[config.mk]
export PLATFORM = sky130hd
export DESIGN_NAME = rfa_front
export DESIGN_NICKNAME = d
export VERILOG_FILES = /design/src/rtl/rfa_pkg.sv /design/src/rtl/rfa_front.sv
export SDC_FILE = /design/constraint.sdc
export NUM_CORES = 2
export LEC_CHECK = 0
export ABC_AREA = 1
export BUFFER_PORTS_ARGS = -buffer_cell sky130_fd_sc_hd__buf_2
export CAP_MARGIN = 5
export CORE_ASPECT_RATIO = 1.2
export CORE_MARGIN = 2
export CORE_UTILIZATION = 50
export CTS_BUF_LIST = sky130_fd_sc_hd__clkbuf_8
export DETAILED_ROUTE_END_ITERATION = 7
export PLACE_DENSITY = 0.75
export SYNTH_ARGS = -nofsm -noshare
export SYNTH_HDL_FRONTEND = slang
export SYNTH_SLANG_ARGS = --single-unit
[constraint.sdc]
create_clock -name clk_i -period 3.55 [get_ports clk_i]
set_input_delay 0.1775 -clock clk_i [delete_from_list [all_inputs] [get_ports clk_i]]
set_output_delay 0.1775 -clock clk_i [all_outputs]
set_load 0.1 [all_outputs]
[src/rtl/rfa_pkg.sv]
// ----------------------------------------------------------------------------
// rfa_pkg
// Operation and status codes and the control word that travels down the pipe.
// ----------------------------------------------------------------------------
package rfa_pkg;

  // operation codes
  localparam logic [1:0] MODE_ADD = 2'd0;
  localparam logic [1:0] MODE_SUB = 2'd1;
  localparam logic [1:0] MODE_MUL = 2'd2;
  localparam logic [1:0] MODE_DIV = 2'd3;

  // result status codes
  typedef enum logic [1:0] {
    ST_OK       = 2'd0,
    ST_ZERO_DEN = 2'd1,
    ST_DIV_ZERO = 2'd2
  } status_e;

  // per-stage control word
  typedef struct packed {
    logic    valid;
    status_e status;
    logic    neg;
    logic    zero;
  } ctl_t;

endpackage

[src/rtl/rfa_front.sv]
// ----------------------------------------------------------------------------
// rfa_front
// Cross products, numerator by mode, and sign/magnitude split: three stages.
// ----------------------------------------------------------------------------
module rfa_front #(
  parameter int W = 16
) (
  input  logic                 clk_i,
  input  logic                 rst_ni,
  input  logic                 adv_i,
  input  logic                 valid_i,
  input  logic [1:0]           mode_i,
  input  logic signed [W-1:0]  a_num_i,
  input  logic [W-2:0]         a_den_i,
  input  logic signed [W-1:0]  b_num_i,
  input  logic [W-2:0]         b_den_i,
  output rfa_pkg::ctl_t        ctl_o,
  output logic [2*W-1:0]       mag_o,
  output logic [2*W-1:0]       den_o
);
  import rfa_pkg::*;

  localparam int PW = 2 * W + 2;

  logic signed [W:0]    an_ext, bn_ext, ad_s, bd_s, bn_abs, dsel;
  logic signed [PW-1:0] m1_d, m2_d, mn_d, md_d;
  logic signed [PW-1:0] m1_q, m2_q, mn_q, md_q;
  logic [1:0]           mode_q;
  logic                 bneg_q;
  ctl_t                 ctl_a_d, ctl_a_q, ctl_b_q, ctl_c_d, ctl_c_q;
  logic signed [PW-1:0] sum_d, sum_q, mag_full;
  logic [2*W-1:0]       den_b_q, mag_q, den_c_q;

  // stage a: products and status
  always_comb begin
    an_ext = {a_num_i[W-1], a_num_i};
    bn_ext = {b_num_i[W-1], b_num_i};
    ad_s   = {2'b00, a_den_i};
    bd_s   = {2'b00, b_den_i};
    bn_abs = bn_ext[W] ? -bn_ext : bn_ext;
    dsel   = (mode_i == MODE_DIV) ? bn_abs : bd_s;
    m1_d   = PW'(an_ext) * PW'(bd_s);
    m2_d   = PW'(bn_ext) * PW'(ad_s);
    mn_d   = PW'(an_ext) * PW'(bn_ext);
    md_d   = PW'(ad_s) * PW'(dsel);
    ctl_a_d = '0;
    ctl_a_d.valid = valid_i;
    if (a_den_i == '0 || b_den_i == '0) begin
      ctl_a_d.status = ST_ZERO_DEN;
    end else if (mode_i == MODE_DIV && b_num_i == '0) begin
      ctl_a_d.status = ST_DIV_ZERO;
    end else begin
      ctl_a_d.status = ST_OK;
    end
  end

  always_ff @(posedge clk_i or negedge rst_ni) begin
    if (!rst_ni) begin
      ctl_a_q <= '0;
    end else if (adv_i) begin
      ctl_a_q <= ctl_a_d;
    end
  end

  always_ff @(posedge clk_i) begin
    if (adv_i) begin
      m1_q   <= m1_d;
      m2_q   <= m2_d;
      mn_q   <= mn_d;
      md_q   <= md_d;
      mode_q <= mode_i;
      bneg_q <= b_num_i[W-1];
    end
  end

  // stage b: combine numerator
  always_comb begin
    case (mode_q)
      MODE_ADD: sum_d = m1_q + m2_q;
      MODE_SUB: sum_d = m1_q - m2_q;
      MODE_MUL: sum_d = mn_q;
      MODE_DIV: sum_d = bneg_q ? -m1_q : m1_q;
      default:  sum_d = '0;
    endcase
  end

  always_ff @(posedge clk_i or negedge rst_ni) begin
    if (!rst_ni) begin
      ctl_b_q <= '0;
    end else if (adv_i) begin
      ctl_b_q <= ctl_a_q;
    end
  end

  always_ff @(posedge clk_i) begin
    if (adv_i) begin
      sum_q   <= sum_d;
      den_b_q <= md_q[2*W-1:0];
    end
  end

  // stage c: sign and magnitude
  always_comb begin
    mag_full     = sum_q[PW-1] ? -sum_q : sum_q;
    ctl_c_d      = ctl_b_q;
    ctl_c_d.neg  = sum_q[PW-1];
    ctl_c_d.zero = (sum_q == '0);
  end

  always_ff @(posedge clk_i or negedge rst_ni) begin
    if (!rst_ni) begin
      ctl_c_q <= '0;
    end else if (adv_i) begin
      ctl_c_q <= ctl_c_d;
    end
  end

  always_ff @(posedge clk_i) begin
    if (adv_i) begin
      mag_q   <= mag_full[2*W-1:0];
      den_c_q <= den_b_q;
    end
  end

  assign ctl_o = ctl_c_q;
  assign mag_o = mag_q;
  assign den_o = den_c_q;

endmodule

==> flow_summary.yaml <==
outcome:
  run_status: "complete, but fails checks"
  failed_checks: "negative setup slack"
synth:
  synth-seq-cells: 272
  synth_top_cell_area_share: 0.374
  sequential_area_share_after_synthesis: 0.150
  synth.yosys.warnings: 0
  ys_dominant_reg_cell: "sky130_fd_sc_hd__edfxtp_1"
  netlist_top_cells_count: "1720 x sky130_fd_sc_hd__inv_1, 1457 x sky130_fd_sc_hd__nand2_1, 1009 x sky130_fd_sc_hd__fa_1, 415 x sky130_fd_sc_hd__nor2_1, 364 x sky130_fd_sc_hd__ha_1"
  mappedNetlistArea_sq_mm: 0.0541
  synth_async_reset_ratio: 0.0404
  synth_edf_count: 261
  synth_cell_types: 58
  top_cells_by_area_in_the_synthesized_netlist: "sky130_fd_sc_hd__fa_1 37%, sky130_fd_sc_hd__edfxtp_1 14%, sky130_fd_sc_hd__inv_1 12%"
  yosysMostFrequentCell: "sky130_fd_sc_hd__inv_1"
  post_synth_inst_count: 6558
  post-synth-top-area-cell: "sky130_fd_sc_hd__fa_1"
  syn-mean-instance-area_sq_um: 8.24
final_layout:
  fin_nets: 8928
  multi_input_area_sq_mm: 0.0429
  seqCellArea_sq_mm: 0.00811
  drive_gt1_frac: 0.270
  fillCellCount: 8280
  final_core_utilization: 0.648
  area_overhead_of_the_layout_relative_to_synthesis_pct: 28.8
detailed_routing:
  routedWlPerCell_um: 18.8
  drt_first_pass_iters: 5
  routed_wirelength_mm: 168
  vias_per_cell: 5.22
  drc: 0
  ant_nets: 0
  dr.first_iter.drc_count: 3285
  num_vias: 46700
sta:
  hold_violations: 0
  clock.fmax_mhz: 181
  tightestPinTransition_ns: 1.11
  max_slew_margin: 0.259
  final_min_period_over_clock_period: 1.55
  min_period_ns: 5.51
  timing.final.max_slew_violations: 0
  worst_clock_skew_ns: 0.0763
  report.final.setup_viol: 104
  rsz0062_at_grt: "true"
  layout_setup_ws_ns: -1.96
placement:
  dp_hpwl_mm: 137
  placer_congestion_estimate: 0.990
  port-buffer-count: 136
cts:
  cts_tree: "yes"
  max-clock-path-buffers: 3
  h_tree_depth_reported_by_cts: 2
  cts_root_buf: "sky130_fd_sc_hd__clkbuf_8"
  cts_sinks: 272
  cts.reportedPaths.clkPinSlew_ns: 0.06
  number_of_buffers_created_by_cts: 52
  clock_insertion_delay_at_the_later_pin_of_the_skew_report_ns: 0.74
hold_path:
  number_of_cells_traversed_by_the_worst_hold_path: 5
  endpoint_worst_hold: "ctl_a_q[3]$_DFFE_PN0P_"
  min_path_type: "in -> reg"
  min-delay-start: "mode_i[1]"
floorplan:
  design.die.area_sq_mm: 0.111
  boundary_pin_count: 137
  rows: 132
  dieHeight_um: 364
  coreArea_sq_mm: 0.108
  floorplan.die.width_um: 304
  initial_core_util: 0.503
global_routing:
  grt_overflow_total: 0
  grt_antenna_before_repair: 6
  pin_count_of_the_biggest_net_entering_global_routing: 170
  first_global_vias: 50300
  grt_util_all_layers: 0.309
  grt_first_pass_wirelength_mm: 266
critical_path:
  rrSetupSlack_ns: 0.17
  critical_path.endpoint_type: "flip-flop"
  worstReg2RegStart: "m2_q[8]$_DFFE_PP_"
  critPathSlowestCell: "sky130_fd_sc_hd__fa_1"
  timing.critical_path.slowest_cell_delay_ns: 0.58
  critical_path.startpoint_type: "primary input"
  worstPathMaxFanout: 4
  reg_to_reg_endpoint: "sum_q[27]$_DFFE_PP_"
  crit_arrival_ns: 5.93
  setup.worst_path.class: "in -> reg"
  critPathMostFrequentCell: "sky130_fd_sc_hd__fa_1"
  ff_to_ff_path_depth: 17
  cp_data_required_time_ns: 3.97
job:
  drv_cap: 0
## stage by stage
stage / worst slack (ns) / TNS [ns] / cell area (sq um) / hold slack, ns / cells
after floorplan: -2.10 / -130.56 / 57700 / -0.118 / 6598
after global placement: -2.62 / -212.35 / 64600 / 0.0668 / 8715
after detailed placement: -2.66 / -218.89 / 64600 / 0.0686 / 8715
after CTS: -1.86 / -122.65 / 68800 / 0.0696 / 8920
after global routing: -2.16 / -145.82 / 69600 / 0.0952 / 8938
final: -1.96 / -129.96 / 69600 / 0.134 / 8938
## state kept, by name, summed over array words and instances, names as in the netlist, 5 cells and up
name,count
m1_q,32
ctl_o,5
den_o,32
den_b_q,32
md_q,32
sum_q,34
mn_q,32
mag_o,32
m2_q,32
## worst max path at each step
| stage | cells past startpoint | from | slack (ns) | end |
|---|---|---|---|---|
| 2_1_floorplan | 30 | b_num_i[0] | -2.10 | md_q[28]$_DFFE_PP_ |
| 3_3_place_gp | 29 | b_num_i[1] | -2.62 | md_q[29]$_DFFE_PP_ |
| 3_5_place_dp | 27 | b_num_i[1] | -2.66 | md_q[25]$_DFFE_PP_ |
| 4_1_cts | 33 | b_num_i[1] | -1.86 | md_q[30]$_DFFE_PP_ |
| 5_1_grt | 30 | b_num_i[1] | -2.16 | md_q[25]$_DFFE_PP_ |
| 6_report | 29 | b_num_i[1] | -1.96 | md_q[17]$_DFFE_PP_ |
## routing by layer
metal / wire, um / GRT usage / share of wire / vias to the layer above
met5: 27 / 0 / 0.00016 / -
met4: 12300 / 0.192 / 0.073 / 4
met3: 9880 / 0.0418 / 0.059 / 585
met2: 84200 / 0.546 / 0.50 / 1770
met1: 62000 / 0.355 / 0.37 / 23100
li1: - / - / - / 21300
## worst max-delay path, delay by kind of cell
kind	cells	cell delay, ns
adders and majority gates	7	3.33
buffers and inverters	9	0.75
xor gates and xnor gates	1	0.16
and+or+nand+nor	10	1.22
AOI/OAI and AO/OA	2	0.30
## logic make-up after synthesis
group                    Yosys count  share of synthesized area
AO/OA/AOI/OAI                    442                     0.0457
XOR/XNOR                         194                     0.0314
adder cells (fa/ha/maj)         1373                      0.458
buffers and inverters           1956                      0.137
flip-flops                       272                      0.150
other                              2                   0.000139
AND/OR/NAND/NOR                 2319                      0.178
## what timing repair did
action	in CTS	in global routing
resized for setup	600	204
cloned	3	0
endpoints found under the hold margin	48	0
setup endpoints to repair	105	124
buffers inserted	103	22
pin swaps	289	173
hold buffers	8	0
## final cells by class
class                           instances  share of cell area
Multi-Input combinational cell       4370               0.617
Timing Repair Buffer                 1052               0.132
Sequential cell                       272               0.117
Inverter                             1738              0.0948
Tap cell                             1407              0.0253
Clock buffer                           52              0.0103
Clock inverter                         43             0.00424
Timing Repair inverter                  1            0.000126
Antenna cell                            3            0.000108
## cell usage in the layout, fill, tap and decap left out, drive strengths merged, types with 33 or more instances in the layout
cell type  netlist  routed
nand2         1478    1478
a21oi          213     213
clkbuf         174      53
fa            1009    1009
nor2           428     428
o21ai          138     138
nand4           48      48
ha             364     364
inv           1731    1750
edfxtp         261     261
xnor2           67      67
nor3            55      55
buf             44    1043
nand3          245     245
or2             33      33
conb             2      42
xor2           127     127
Power is left out: the tool's default activity adds up to more than one toggle a clock period on the data nets, which glitch-free logic cannot reach.
